### config.mk
export PLATFORM = sky130hd
export DESIGN_NAME = heater_vent_climate_controller
export DESIGN_NICKNAME = d
export VERILOG_FILES = /design/src/hw/rtl/hvc_pkg.sv /design/src/hw/rtl/hvc_step.sv /design/src/hw/rtl/heater_vent_climate_controller.sv
export SDC_FILE = /design/constraint.sdc
export NUM_CORES = 1
export LEC_CHECK = 0
export ABC_AREA = 1
export BUFFER_PORTS_ARGS = -buffer_cell sky130_fd_sc_hd__buf_2
export CORE_AREA = 2 2 113 224
export DETAILED_ROUTE_END_ITERATION = 12
export DIE_AREA = 0 0 115 226
export PLACE_DENSITY = 0.65
export SLEW_MARGIN = 10
export SYNTH_ARGS = -nofsm -noshare
export SYNTH_HDL_FRONTEND = slang
export SYNTH_HIERARCHICAL = 1
export SYNTH_SLANG_ARGS = --single-unit
### constraint.sdc
create_clock -name clk -period 7.3 [get_ports clk]
set_clock_uncertainty 0.15 [all_clocks]
set_input_delay 1.825 -clock clk [delete_from_list [all_inputs] [get_ports clk]]
set_output_delay 1.825 -clock clk [all_outputs]
set_load 0.005 [all_outputs]
### src/hw/rtl/hvc_pkg.sv
`timescale 1ns / 1ps

package hvc_pkg;

  // Field widths
  localparam int HUM_W   = 7;
  localparam int TEMP_W  = 8;
  localparam int TIME_W  = 16;
  localparam int GAP_W   = 8;
  localparam int CFG_W   = 16;
  localparam int CFG_IDX_W = 3;

  // Register indexes
  typedef enum logic [CFG_IDX_W-1:0] {
    REG_HUMIDITY_LOW  = 3'd0,
    REG_HUMIDITY_HIGH = 3'd1,
    REG_TEMP_LOW      = 3'd2,
    REG_TEMP_HIGH     = 3'd3,
    REG_HEAT_ON_LIMIT = 3'd4,
    REG_HEAT_PAUSE    = 3'd5,
    REG_VENT_ON_LIMIT = 3'd6,
    REG_VENT_PAUSE    = 3'd7
  } hvc_reg_t;

  // Reset values of the registers
  localparam logic [HUM_W-1:0]  HUMIDITY_LOW_RST  = 7'd40;
  localparam logic [HUM_W-1:0]  HUMIDITY_HIGH_RST = 7'd45;
  localparam logic [TEMP_W-1:0] TEMP_LOW_RST      = 8'd20;
  localparam logic [TEMP_W-1:0] TEMP_HIGH_RST     = 8'd24;
  localparam logic [TIME_W-1:0] HEAT_ON_LIMIT_RST = 16'd900;
  localparam logic [TIME_W-1:0] HEAT_PAUSE_RST    = 16'd900;
  localparam logic [TIME_W-1:0] VENT_ON_LIMIT_RST = 16'd1200;
  localparam logic [TIME_W-1:0] VENT_PAUSE_RST    = 16'd900;

  typedef struct packed {
    logic        [HUM_W-1:0]  humidity_low;
    logic        [HUM_W-1:0]  humidity_high;
    logic signed [TEMP_W-1:0] temp_low;
    logic signed [TEMP_W-1:0] temp_high;
    logic        [TIME_W-1:0] heat_on_limit;
    logic        [TIME_W-1:0] heat_pause;
    logic        [TIME_W-1:0] vent_on_limit;
    logic        [TIME_W-1:0] vent_pause;
  } hvc_cfg_t;

  typedef struct packed {
    logic              heater_on;
    logic              vent_on;
    logic [TIME_W-1:0] heater_cnt;
    logic [TIME_W-1:0] vent_cnt;
    logic [GAP_W-1:0]  gap_cnt;
    logic              heater_req;
    logic              vent_req;
    logic              heater_out;
    logic              vent_out;
  } hvc_state_t;

endpackage

### src/hw/rtl/hvc_step.sv
`timescale 1ns / 1ps

module hvc_step (
  input  hvc_pkg::hvc_cfg_t                   cfg,
  input  hvc_pkg::hvc_state_t                 cur,
  input  logic [hvc_pkg::GAP_W-1:0]           gap_load,
  input  logic [hvc_pkg::HUM_W-1:0]           humidity,
  input  logic signed [hvc_pkg::TEMP_W-1:0]   temperature,
  input  logic                                manual_mode,
  output hvc_pkg::hvc_state_t                 nxt
);
  import hvc_pkg::*;

  logic [TIME_W-1:0] heater_dec;
  logic [TIME_W-1:0] vent_dec;
  logic [GAP_W-1:0]  gap_dec;
  logic              heat_exp;
  logic              vent_exp;

  // Count down every timer by one tick, stopping at zero
  always_comb begin
    heater_dec = (cur.heater_cnt != '0) ? cur.heater_cnt - 1'b1 : '0;
    vent_dec   = (cur.vent_cnt != '0) ? cur.vent_cnt - 1'b1 : '0;
    gap_dec    = (cur.gap_cnt != '0) ? cur.gap_cnt - 1'b1 : '0;
    heat_exp   = (heater_dec == '0);
    vent_exp   = (vent_dec == '0);
  end

  always_comb begin
    nxt            = cur;
    nxt.heater_cnt = heater_dec;
    nxt.vent_cnt   = vent_dec;
    nxt.gap_cnt    = gap_dec;

    // Heater machine
    if (!cur.heater_on) begin
      if (heat_exp && (temperature < cfg.temp_low ||
                       (humidity > cfg.humidity_high && temperature < cfg.temp_high))) begin
        nxt.heater_cnt = cfg.heat_on_limit;
        nxt.heater_req = 1'b1;
        nxt.heater_on  = 1'b1;
      end
    end else if (heat_exp || temperature > cfg.temp_high) begin
      nxt.heater_cnt = cfg.heat_pause;
      nxt.heater_req = 1'b0;
      nxt.heater_out = 1'b0;
      nxt.heater_on  = 1'b0;
    end

    // Vent machine; manual mode enables without reloading the timer
    if (!cur.vent_on) begin
      if (vent_exp && humidity > cfg.humidity_high) begin
        nxt.vent_cnt = cfg.vent_on_limit;
        nxt.vent_req = 1'b1;
        nxt.vent_on  = 1'b1;
      end
      if (manual_mode) begin
        nxt.vent_req = 1'b1;
        nxt.vent_on  = 1'b1;
      end
    end else if ((vent_exp || humidity < cfg.humidity_low) && !manual_mode) begin
      nxt.vent_cnt = cfg.vent_pause;
      nxt.vent_req = 1'b0;
      nxt.vent_out = 1'b0;
      nxt.vent_on  = 1'b0;
    end

    // Load sequencer: heater first, then vent, one switch-on per gap
    if (gap_dec == '0) begin
      priority if (nxt.heater_req) begin
        nxt.heater_out = 1'b1;
        nxt.heater_req = 1'b0;
        nxt.gap_cnt    = gap_load;
      end else if (nxt.vent_req) begin
        nxt.vent_out = 1'b1;
        nxt.vent_req = 1'b0;
        nxt.gap_cnt  = gap_load;
      end else begin
        // nothing pending: keep the gap timer expired
        nxt.gap_cnt = gap_dec;
      end
    end
  end

endmodule

### src/hw/rtl/heater_vent_climate_controller.sv
`timescale 1ns / 1ps
// Heater and vent controller with hysteresis and a load sequencer.
// Each input word is one one-second tick: humidity, temperature and the
// manual-mode flag. Every tick yields exactly one result word with the load
// drives, the enable state of both machines and the pending switch-ons.
// Channels: in_* and out_* are valid/ready; a word moves when both are high.
// Configuration: cfg_we writes cfg_data into register cfg_index at the
// clock edge; write only while no tick is in flight.
// Path: a tick is captured in the input register, then the state update
// moves its result into the output register, where it waits to be taken.
// Throughput: one tick per cycle while out_ready is high; the state is
// updated by compare and decrement logic, so ticks follow back to back.
// Stall: while out_ready is low the result holds; one more tick waits in
// the input register, after which in_ready drops.
// Reset (rst_n low, synchronous): registers return to their defaults, both
// machines disabled, both timers at START_HOLD_TICKS, gap timer expired,
// no requests and both loads off; both pipeline stages empty.
module heater_vent_climate_controller #(
  parameter int LOAD_GAP_TICKS   = 10,
  parameter int START_HOLD_TICKS = 30
) (
  input  logic                              clk,
  input  logic                              rst_n,
  input  logic                              cfg_we,
  input  logic [hvc_pkg::CFG_IDX_W-1:0]     cfg_index,
  input  logic [hvc_pkg::CFG_W-1:0]         cfg_data,
  input  logic                              in_valid,
  output logic                              in_ready,
  input  logic [hvc_pkg::HUM_W-1:0]         in_humidity,
  input  logic signed [hvc_pkg::TEMP_W-1:0] in_temperature,
  input  logic                              in_manual_mode,
  output logic                              out_valid,
  input  logic                              out_ready,
  output logic                              out_heater_drive,
  output logic                              out_vent_drive,
  output logic                              out_heater_active,
  output logic                              out_vent_active,
  output logic                              out_heater_pending,
  output logic                              out_vent_pending
);
  import hvc_pkg::*;

  localparam logic [GAP_W-1:0]  GapLoad   = GAP_W'(LOAD_GAP_TICKS);
  localparam logic [TIME_W-1:0] StartHold = TIME_W'(START_HOLD_TICKS);

  hvc_cfg_t   cfg_r;
  hvc_state_t st_r;
  hvc_state_t st_nxt;

  logic                     s1_valid_r;
  logic [HUM_W-1:0]         s1_hum_r;
  logic signed [TEMP_W-1:0] s1_temp_r;
  logic                     s1_manual_r;
  logic                     out_valid_r;
  logic [5:0]               out_word_r;

  logic out_free;
  logic s1_adv;

  // Advance stage one when the output register is empty or being taken
  assign out_free = !out_valid_r || out_ready;
  assign s1_adv   = s1_valid_r && out_free;
  assign in_ready = !s1_valid_r || out_free;

  // Configuration registers
  always_ff @(posedge clk) begin
    if (!rst_n) begin
      cfg_r.humidity_low  <= HUMIDITY_LOW_RST;
      cfg_r.humidity_high <= HUMIDITY_HIGH_RST;
      cfg_r.temp_low      <= TEMP_LOW_RST;
      cfg_r.temp_high     <= TEMP_HIGH_RST;
      cfg_r.heat_on_limit <= HEAT_ON_LIMIT_RST;
      cfg_r.heat_pause    <= HEAT_PAUSE_RST;
      cfg_r.vent_on_limit <= VENT_ON_LIMIT_RST;
      cfg_r.vent_pause    <= VENT_PAUSE_RST;
    end else if (cfg_we) begin
      unique case (hvc_reg_t'(cfg_index))
        REG_HUMIDITY_LOW:  cfg_r.humidity_low  <= cfg_data[HUM_W-1:0];
        REG_HUMIDITY_HIGH: cfg_r.humidity_high <= cfg_data[HUM_W-1:0];
        REG_TEMP_LOW:      cfg_r.temp_low      <= cfg_data[TEMP_W-1:0];
        REG_TEMP_HIGH:     cfg_r.temp_high     <= cfg_data[TEMP_W-1:0];
        REG_HEAT_ON_LIMIT: cfg_r.heat_on_limit <= cfg_data[TIME_W-1:0];
        REG_HEAT_PAUSE:    cfg_r.heat_pause    <= cfg_data[TIME_W-1:0];
        REG_VENT_ON_LIMIT: cfg_r.vent_on_limit <= cfg_data[TIME_W-1:0];
        REG_VENT_PAUSE:    cfg_r.vent_pause    <= cfg_data[TIME_W-1:0];
        default: ;
      endcase
    end
  end

  // Input register
  always_ff @(posedge clk) begin
    if (!rst_n) begin
      s1_valid_r <= 1'b0;
    end else if (in_ready) begin
      s1_valid_r <= in_valid;
    end
  end

  always_ff @(posedge clk) begin
    if (in_valid && in_ready) begin
      s1_hum_r    <= in_humidity;
      s1_temp_r   <= in_temperature;
      s1_manual_r <= in_manual_mode;
    end
  end

  // One tick of the controller
  hvc_step u_step (
    .cfg         (cfg_r),
    .cur         (st_r),
    .gap_load    (GapLoad),
    .humidity    (s1_hum_r),
    .temperature (s1_temp_r),
    .manual_mode (s1_manual_r),
    .nxt         (st_nxt)
  );

  // Controller state: update once per tick as it moves to the output
  always_ff @(posedge clk) begin
    if (!rst_n) begin
      st_r.heater_on  <= 1'b0;
      st_r.vent_on    <= 1'b0;
      st_r.heater_cnt <= StartHold;
      st_r.vent_cnt   <= StartHold;
      st_r.gap_cnt    <= '0;
      st_r.heater_req <= 1'b0;
      st_r.vent_req   <= 1'b0;
      st_r.heater_out <= 1'b0;
      st_r.vent_out   <= 1'b0;
    end else if (s1_adv) begin
      st_r <= st_nxt;
    end
  end

  // Output register
  always_ff @(posedge clk) begin
    if (!rst_n) begin
      out_valid_r <= 1'b0;
    end else if (out_free) begin
      out_valid_r <= s1_valid_r;
    end
  end

  always_ff @(posedge clk) begin
    if (s1_adv) begin
      out_word_r <= {st_nxt.heater_out, st_nxt.vent_out, st_nxt.heater_on,
                     st_nxt.vent_on, st_nxt.heater_req, st_nxt.vent_req};
    end
  end

  assign out_valid          = out_valid_r;
  assign out_heater_drive   = out_word_r[5];
  assign out_vent_drive     = out_word_r[4];
  assign out_heater_active  = out_word_r[3];
  assign out_vent_active    = out_word_r[2];
  assign out_heater_pending = out_word_r[1];
  assign out_vent_pending   = out_word_r[0];

  // A load is never both driven and pending
  a_drive_not_pending: assert property (@(posedge clk) disable iff (!rst_n)
    out_valid_r |-> !(out_heater_drive && out_heater_pending) &&
                    !(out_vent_drive && out_vent_pending))
    else $error("load driven and pending at once");

  // Drive or pending requires the machine to be enabled
  a_needs_active: assert property (@(posedge clk) disable iff (!rst_n)
    out_valid_r |-> (!(out_heater_drive || out_heater_pending) || out_heater_active) &&
                    (!(out_vent_drive || out_vent_pending) || out_vent_active))
    else $error("load on or pending while its machine is disabled");

  // Gap timer never exceeds its load value
  a_gap_bound: assert property (@(posedge clk) disable iff (!rst_n)
    st_r.gap_cnt <= GapLoad)
    else $error("gap timer out of range");

  // State changes only when a tick moves into the output register
  a_state_hold: assert property (@(posedge clk) disable iff (!rst_n)
    !s1_adv |=> $stable(st_r))
    else $error("controller state changed without a tick");

endmodule

Yosys cells after proc, flatten, opt, wreduce, memory -nomap -nowiden
Index checks and enable logic that the tools add are counted.
Word-level totals
  bits in registers: 164
  bits of input ports: 40
  output and inout port bits: 8
  word-level logic and storage cells: 101
Operators by class
  add/subtract/negate cells: 3
  $lt $le $gt $ge: 5
  eq/ne operators: 7
  muxes and demuxes: 34
  reduce and logical (&&, ||, !) cells: 29
Operators by type and width (count)
  16-bit 2-to-1 mux: 8
  16-bit logical NOT: 2
  16-bit nonzero test: 2
  16-bit by 1-bit subtractor with 16-bit output (second input constant): 2
  8-bit 2-to-1 mux: 3
  1-bit 2-to-1 mux: 22
  8-bit < comparator: 2
  2-bit AND reduction: 8
  3-bit equality test (second input constant): 4
  12-bit 2-to-1 mux: 1
  8-bit > comparator: 1
  8-bit logical NOT: 1
  8-bit nonzero test: 1
  8-bit by 1-bit subtractor with 8-bit output (second input constant): 1
  7-bit > comparator: 1
  7-bit < comparator: 1
  3-bit by 2-bit equality test with 1-bit output (second input constant): 2
  1-bit logical AND: 6
  1-bit logical OR: 5
  3-bit by 1-bit equality test with 1-bit output (second input constant): 1
  1-bit logical NOT: 3
  3-bit logical NOT: 1

Logic depth before layout (Yosys ltp)
Gate-level depths: netlist of run 1.
  word-level depth: 10
  mapped depth: 22
  depth with buffers taken out: 22

Modules after synthesis
The synthesis of run 1 kept the hierarchy.
By module, submodules not included
  heater_vent_climate_controller: instances 1, cells each 795, area an instance 6247.2 um^2, seq. area each 3503.4 um^2
  hvc_step: instances 1, cells each 680, area an instance 3314.4 um^2, seq. area each 0.0 um^2

Least setup slack after synthesis of run 1
OpenSTA, ideal clock, no wires.
  path kind: in2out
  from: input port out_ready
  to: output port in_ready
  arrival: 1.992 ns
  required time: 5.325 ns
  path slack: 3.333 ns
  stages on the path: 2
  path buffers: 0
  cell sequence: inv_1 > nand3_1
On the way
  cells in the longest elaborated chain, start to end: 2
RTL lines
  start, declared: line heater_vent_climate_controller.sv:33  | input logic out_ready,
  1-bit logical OR: line heater_vent_climate_controller.sv:61  | assign out_free = !out_valid_r || out_ready;
  1-bit logical OR: line heater_vent_climate_controller.sv:63  | assign in_ready = !s1_valid_r || out_free;
  end, declared: line heater_vent_climate_controller.sv:28  | output logic in_ready,
Every way passes these cells.

Final worst setup path of run 1
Ends and elaborated chain as after synthesis.

==> results.md, run 1 <==
- Total power: around 2.3 mW
- Worst Path Arrival: approximately 2.2 ns
- Worst setup margin: approximately 3.1 ns
- Total vias in the final route: just under 9000
- Port Buffers: 47
- Largest net degree at the start of global routing: ~80
- Final GP Congestion: 0.904
- F_max: 237 MHz
- Critical path capture point type: output port
- Die Height: 226 um
- PD cells: between 200 and 250 nW/um^2
- Routed len/inst: 14.0 um
- Layout cell share with drive strength beyond 1: 0.0815
- DR DRC count: 0
- Final WL: about 25000 um
- CTS tree: yes
- Cts hold-fix bufs: 0
- Syn avg cell area: between 6 and 7 um^2
- Routed vias/inst: just under 5
- Core Area: approximately 24000 um^2
- Pre-CTS setup slack: roughly 3.1 ns
- Clock sink count: ~160
- Status: completed
- CTS buffer count: 17
- Seq/Total Area, Yosys: 0.366
- DR iter-0 viols: ~450
- Endpoints failing hold: 0
- Minimum clock period: roughly 4.2 ns
- Initial Util: 0.393
- Period utilisation layout: 0.578
- #FFs+latches synth: approximately 160
- Hold Path Class: reg -> reg
- Startpoint types: primary input
- Mapped Area: roughly 9600 um^2
- DRT Pass-1 Iters: 5
- Clock Tree Buf Depth: 2
- Crit path required time: ~5.3 ns
- Peak supply drop: 0.178 mV
- H-Tree Depth: 4
- CP Max Fanout: 3
- Post-CTS Setup Bufs: 0
- Antenna-violating nets left: 0
- Unrepaired setup endpoints after global routing: no
- # setup viols final: 0
- Die X: approximately 120 um
- Synth warn: 6
- Worst-Skew Late Latency: ~0.44 ns
- Full die area: 26000 um^2
- Final Max Tran Viols: 0
- P&R area growth vs syn: 9.50%
- DP Wirelength: 18900 um
- Clock transition at path regs: approximately 0.06 ns
- Root Buffer Master: clkbuf_16
- Final net count: between 1500 and 2000
- GRT overflow: 0
- # resized after CTS: 0
- Rows: 81
- First-pass GRT wire length: about 41000 um
- Slew @ Worst Pin: ~0.93 ns
- Vias in the first global route: around 8400
- Initial antenna violation count: 0
- P_leak: a little over 5 nW
- Max-cap violation count: 0
- Distinct cells, synth: 41
- Tot GR Track Use: 0.202
- Placed Instance Area: approximately 10000 um^2
- Diodes inserted: 0
- Kind of critical path: in -> out
- Setup_tns: 0 ns
- Synth Instances: 1475
- Final core utilization: 0.430
- Slew headroom: 0.380
- I/O Pins: between 40 and 50
- Final std cell area, no fill: approximately 10000 um^2
## Yosys cell counts
library cell  instances  area share
edfxtp_1             22       0.069
nand4_1               5      0.0033
clkbuf_2              1     0.00052
o21ai_1              12      0.0063
nor4_1                1     0.00065
nand4_2               2      0.0026
xnor2_1               2      0.0018
buf_2                21       0.011
a21oi_1              21       0.011
o21bai_1              4      0.0031
inv_2                 3      0.0012
a21boi_0              5      0.0039
o21a_1                1     0.00079
buf_1                 3      0.0012
buf_4                11      0.0086
nand3_2               2      0.0021
o21ai_0              31       0.016
inv_1               162       0.064
a31oi_1               2      0.0013
nand3_4               1      0.0018
a21boi_1              4      0.0031
nand2_2              13      0.0085
nor2_1              328        0.13
xor2_1                2      0.0018
a211oi_1              1     0.00079
nand3_1             144       0.075
ha_1                 32       0.042
o22ai_1               2      0.0013
or2_2                 1     0.00065
nand3b_1             38       0.030
nor3b_1               1     0.00079
clkbuf_1             14      0.0055
nor2_4                4      0.0047
nand2_1             394        0.15
nor2_2               12      0.0079
nor3_1                2      0.0010
dfxtp_1             142        0.30
o211ai_1             17       0.013
conb_1                2     0.00079
nand2_4               2      0.0024
buf_6                 8      0.0094
## registers in the layout, indices dropped and copies added (netlist names)
signal,count
out_valid,1
s1_valid_r,1
out_word_r,6
s1_manual_r,1
st_r,46
s1_hum_r,7
cfg_r,94
s1_temp_r,8
## power by group
group	total (mW)	internal, mW	switching, mW
clock network	0.894	0.528	0.366
logic	0.394	0.137	0.257
registers	1.00	0.962	0.0397
total	2.29	1.63	0.662
## per-stage QoR
step	hold slack [ns]	std cells
after global routing	0.329	1799
after detailed placement	0.294	1767
after global placement	0.291	1767
after floorplan	0.279	1481
after CTS	0.311	1799
final	0.309	1799
## path summary, 6_finish.rpt
| kind | startpoint | end | slack, ns | depth (start not counted) |
|---|---|---|---|---|
| hold / removal | cfg_r[9]$_SDFFE_PN1P_ | cfg_r[9]$_SDFFE_PN1P_ | 0.31 | 2 |
| hold reg to reg | cfg_r[9]$_SDFFE_PN1P_ | cfg_r[9]$_SDFFE_PN1P_ | 0.31 | 2 |
| setup / recovery | out_ready | in_ready | 3.08 | 4 |
| setup reg to reg | st_r[29]$_SDFFE_PN1P_ | st_r[43]$_SDFFE_PN0P_ | 3.82 | 17 |
## final cells by class
class                           instances  area (um^2)
Timing Repair Buffer                   54          290
Sequential cell                       164         3500
Multi-Input combinational cell       1094         5110
Clock inverter                          9          101
Tap cell                              290          363
Clock buffer                           23          478
Inverter                              165          619
Fill cell                            2576        13900
## cells in the final DEF (no fill, tap or decap), drive strengths merged, types with 4 or more instances in the layout
cell    synthesis  layout
o21bai          4       4
o21ai          43      43
nor2          344     344
a21oi          21      21
nand4           7       7
edfxtp         22      22
nand3b         38      38
o211ai         17      17
buf            43      54
a21boi          9       9
conb            2       8
dfxtp         142     142
inv           165     166
clkbuf         15      23
nand2         409     409
nand3         147     147
ha             32      32
clkinv          0       4
## per-layer routing
layer / global-route usage / vias up / wire (um) / share of wire
met4: 0.113 / 0 / 1360 / 0.054
met3: 0.0301 / 62 / 771 / 0.031
met2: 0.383 / 200 / 13500 / 0.53
li1: - / 4652 / - / -
met5: 0 / - / 0 / 0
met1: 0.206 / 3982 / 9650 / 0.38
## logic make-up (layout without fill, tap and decap cells)
family / Yosys count / count (layout) / share of synthesized area
adders and majority gates: 32 / 32 / 0.0419
AOI/OAI and AO/OA: 100 / 100 / 0.0612
other: 2 / 8 / 0.000785
buffers and inverters: 223 / 251 / 0.101
DFF: 164 / 164 / 0.366
xor gates and xnor gates: 4 / 4 / 0.00366
and+or+nand+nor: 950 / 950 / 0.425
## critical path, cell delays in order
cell and delay (ns):
buf_2 0.09, inv_1 0.07, nand3_1 0.10, buf_2 0.15
(Power assumes the default switching activity.)
==> run 2, diff against run 1 <==
clock period = 4.24 ns   (was 7.3 ns; I/O delays follow)
==> results.md, run 2 (synthesized netlist as in run 1, its figures left out) <==
- Status: completed (unchanged)
- Root Buffer Master: clkbuf_16 (unchanged)
- Diodes inserted: 0 (unchanged)
- Most frequent cells in the layout: nand2_1, nor2_1, inv_1, nand3_1, dfxtp_1 (unchanged)
- DR iter-0 viols: 343 (was 446)
- Worst stage delay on the critical path: 0.44 ns (was 0.15 ns)
- First-pass GRT wire length: 41400 um (was 41100 um)
- Bufs and invs on worst path: 0 (was 3)
- Setup_tns: 0 ns (unchanged)
- DR DRC count: 0 (unchanged)
- Crit path max-delay cell type: xor2_1 (was buf_2)
- Die X: 115 um (unchanged)
- Total vias in the final route: 8922 (was 8896)
- Minimum clock period: 3.45 ns
- Initial antenna violation count: 0 (unchanged)
- Final GP Congestion: 0.923 (was 0.904)
- Worst reg2reg path depth: 15 (was 17)
- Biggest regs: cfg_r (94), st_r (46), s1_temp_r (8) (unchanged)
- Final net count: 1571 (was 1568)
- Endpoints failing hold: 0 (unchanged)
- Tot GR Track Use: 0.202 (about the same)
- P_leak: 5.09 nW (was 5.07 nW)
- CP Max Fanout: 16 (was 3)
- Routed vias/inst: 4.95 (was 4.94)
- Peak supply drop: 0.281 mV (was 0.178 mV)
- Layout cell share with drive strength beyond 1: 0.0853 (was 0.0815)
- Hold Path Class: reg -> reg (unchanged)
- Largest Register: cfg_r (unchanged)
- Cells after DPL: 1770 (was 1767)
- I/O Pins: 48 (unchanged)
- Kind of critical path: reg -> reg (was in -> out)
- Final Max Tran Viols: 0 (unchanged)
- Core Area: 24300 um^2 (unchanged)
- Cts hold-fix bufs: 0 (unchanged)
- Unrepaired setup endpoints after global routing: no (unchanged)
- GRT overflow: 0 (unchanged)
- # setup viols final: 0 (unchanged)
- Die Height: 226 um (unchanged)
- Worst Path Arrival: 3.68 ns (was 2.24 ns)
- DP Wirelength: 19000 um (was 18900 um)
- Placed Instance Area: 9940 um^2 (was 9890 um^2)
- Routed len/inst: 14.0 um (about the same)
- DRT Pass-1 Iters: 5 (unchanged)
- CTS buffer count: 17 (unchanged)
- Max-cap violation count: 0 (unchanged)
- CP Cell Sequence: ha_1, a21oi_1, o21ai_0, nand2_1, nand2_1, xor2_1, nand2_1, nand3_1, nand4_2, o21ai_0, nand2_1, nand2_1, nand3b_1, nand2_1, nor2_1 (was buf_2, inv_1, nand3_1, buf_2)
- Antenna-violating nets left: 0 (unchanged)
- Final std cell area, no fill: 10500 um^2 (about the same)
- # resized after CTS: 0 (unchanged)
- Full die area: 26000 um^2 (unchanged)
- F_max: slightly below 300 MHz
- Post-CTS Setup Bufs: 0 (unchanged)
- PD cells: 371 nW/um^2 (was 219 nW/um^2)
- Clock Tree Buf Depth: 2 (unchanged)
- Largest net degree at the start of global routing: 75 (was 81)
- Final WL: 25200 um (was 25300 um)
- Most frequent CP cell: nand2_1 (was buf_2)
- Max reg flops: 94 (unchanged)
- Worst-Skew Late Latency: 0.44 ns (about the same)
- Startpoint types: register (was primary input)
- Crit. path cell count: 15 (was 4)
- Filler cells: 2591 (was 2576)
- Slew headroom: 0.363 (was 0.380)
- Hold Path Stages: 2 (unchanged)
- P&R area growth vs syn: 9.91% (was 9.50%)
- Clock transition at path regs: 0.07 ns (was 0.06 ns)
- H-Tree Depth: 4 (unchanged)
- CTS tree: yes (unchanged)
- Initial Util: 0.393 (unchanged)
- Most common cell after layout, fill and taps aside: nand2_1 (unchanged)
- Delay-heaviest family, CP: simple AND/OR/NAND/NOR gates (was buffers and inverters)
- Rows: 81 (unchanged)
- Crit path required time: 4.47 ns (was 5.33 ns)
- Port Buffers: 47 (unchanged)
- Vias in the first global route: 8698 (was 8407)
- Clock sink count: 164 (unchanged)
- Period utilisation layout: 0.813
- Final non-filler cell total: 1802 (was 1799)
- Slew @ Worst Pin: 0.955 ns (was 0.928 ns)
- Critical path capture point type: register (was output port)
## run 2: metal layers
layer  vias up  wire length (um)  track usage
li1       4655                 -            -
met1      4017              9630        0.203
met2       184             13700        0.386
met3        66               621       0.0255
met4         0              1280        0.121
met5         -                 0            0
## run 2: worst register-to-register path, delay by kind of cell (launching register included)
family                     cells  cell delay, ns
AOI/OAI and AO/OA              3            0.65
xor gates and xnor gates       1            0.44
adders and majority gates      1            0.32
and+or+nand+nor               10            1.42
DFF                            1            0.41
## run 2: metrics by stage
stage                     total power, mW  worst slack [ns]  hold WS, ns   util
after floorplan                      2.26              1.76        0.279      -
after global placement               2.42             0.953        0.291  0.409
after detailed placement             2.43             0.970        0.295  0.409
after CTS                            3.93             0.944        0.313  0.432
after global routing                 4.10             0.651        0.338  0.432
final                                3.90             0.792        0.310  0.432
## run 2: cell type report
cell class | instances | area (um^2) | area share
Clock buffer | 17 | 425 | 0.0405
Clock inverter | 15 | 145 | 0.0138
Inverter | 165 | 619 | 0.0589
Multi-Input combinational cell | 1094 | 5110 | 0.487
Sequential cell | 164 | 3500 | 0.333
Tap cell | 290 | 363 | 0.0345
Timing Repair Buffer | 57 | 338 | 0.0321
## run 2: worst paths after layout
| check | end | slack, ns | startpoint |
|---|---|---|---|
| worst max-delay path | st_r[34]$_SDFFE_PN0P_ | 0.79 | s1_temp_r[3]$_DFFE_PP_ |
| worst min-delay path | cfg_r[20]$_SDFFE_PN1P_ | 0.31 | cfg_r[20]$_SDFFE_PN1P_ |
| worst max register to register | st_r[34]$_SDFFE_PN0P_ | 0.79 | s1_temp_r[3]$_DFFE_PP_ |
| worst min register to register | cfg_r[20]$_SDFFE_PN1P_ | 0.31 | cfg_r[20]$_SDFFE_PN1P_ |
## run 2: power by group
group | leakage, nW | switching (mW) | internal [mW]
combinational | 3.44 | 0.449 | 0.240
sequential | 1.37 | 0.0600 | 1.65
clock | 0.276 | 0.721 | 0.775
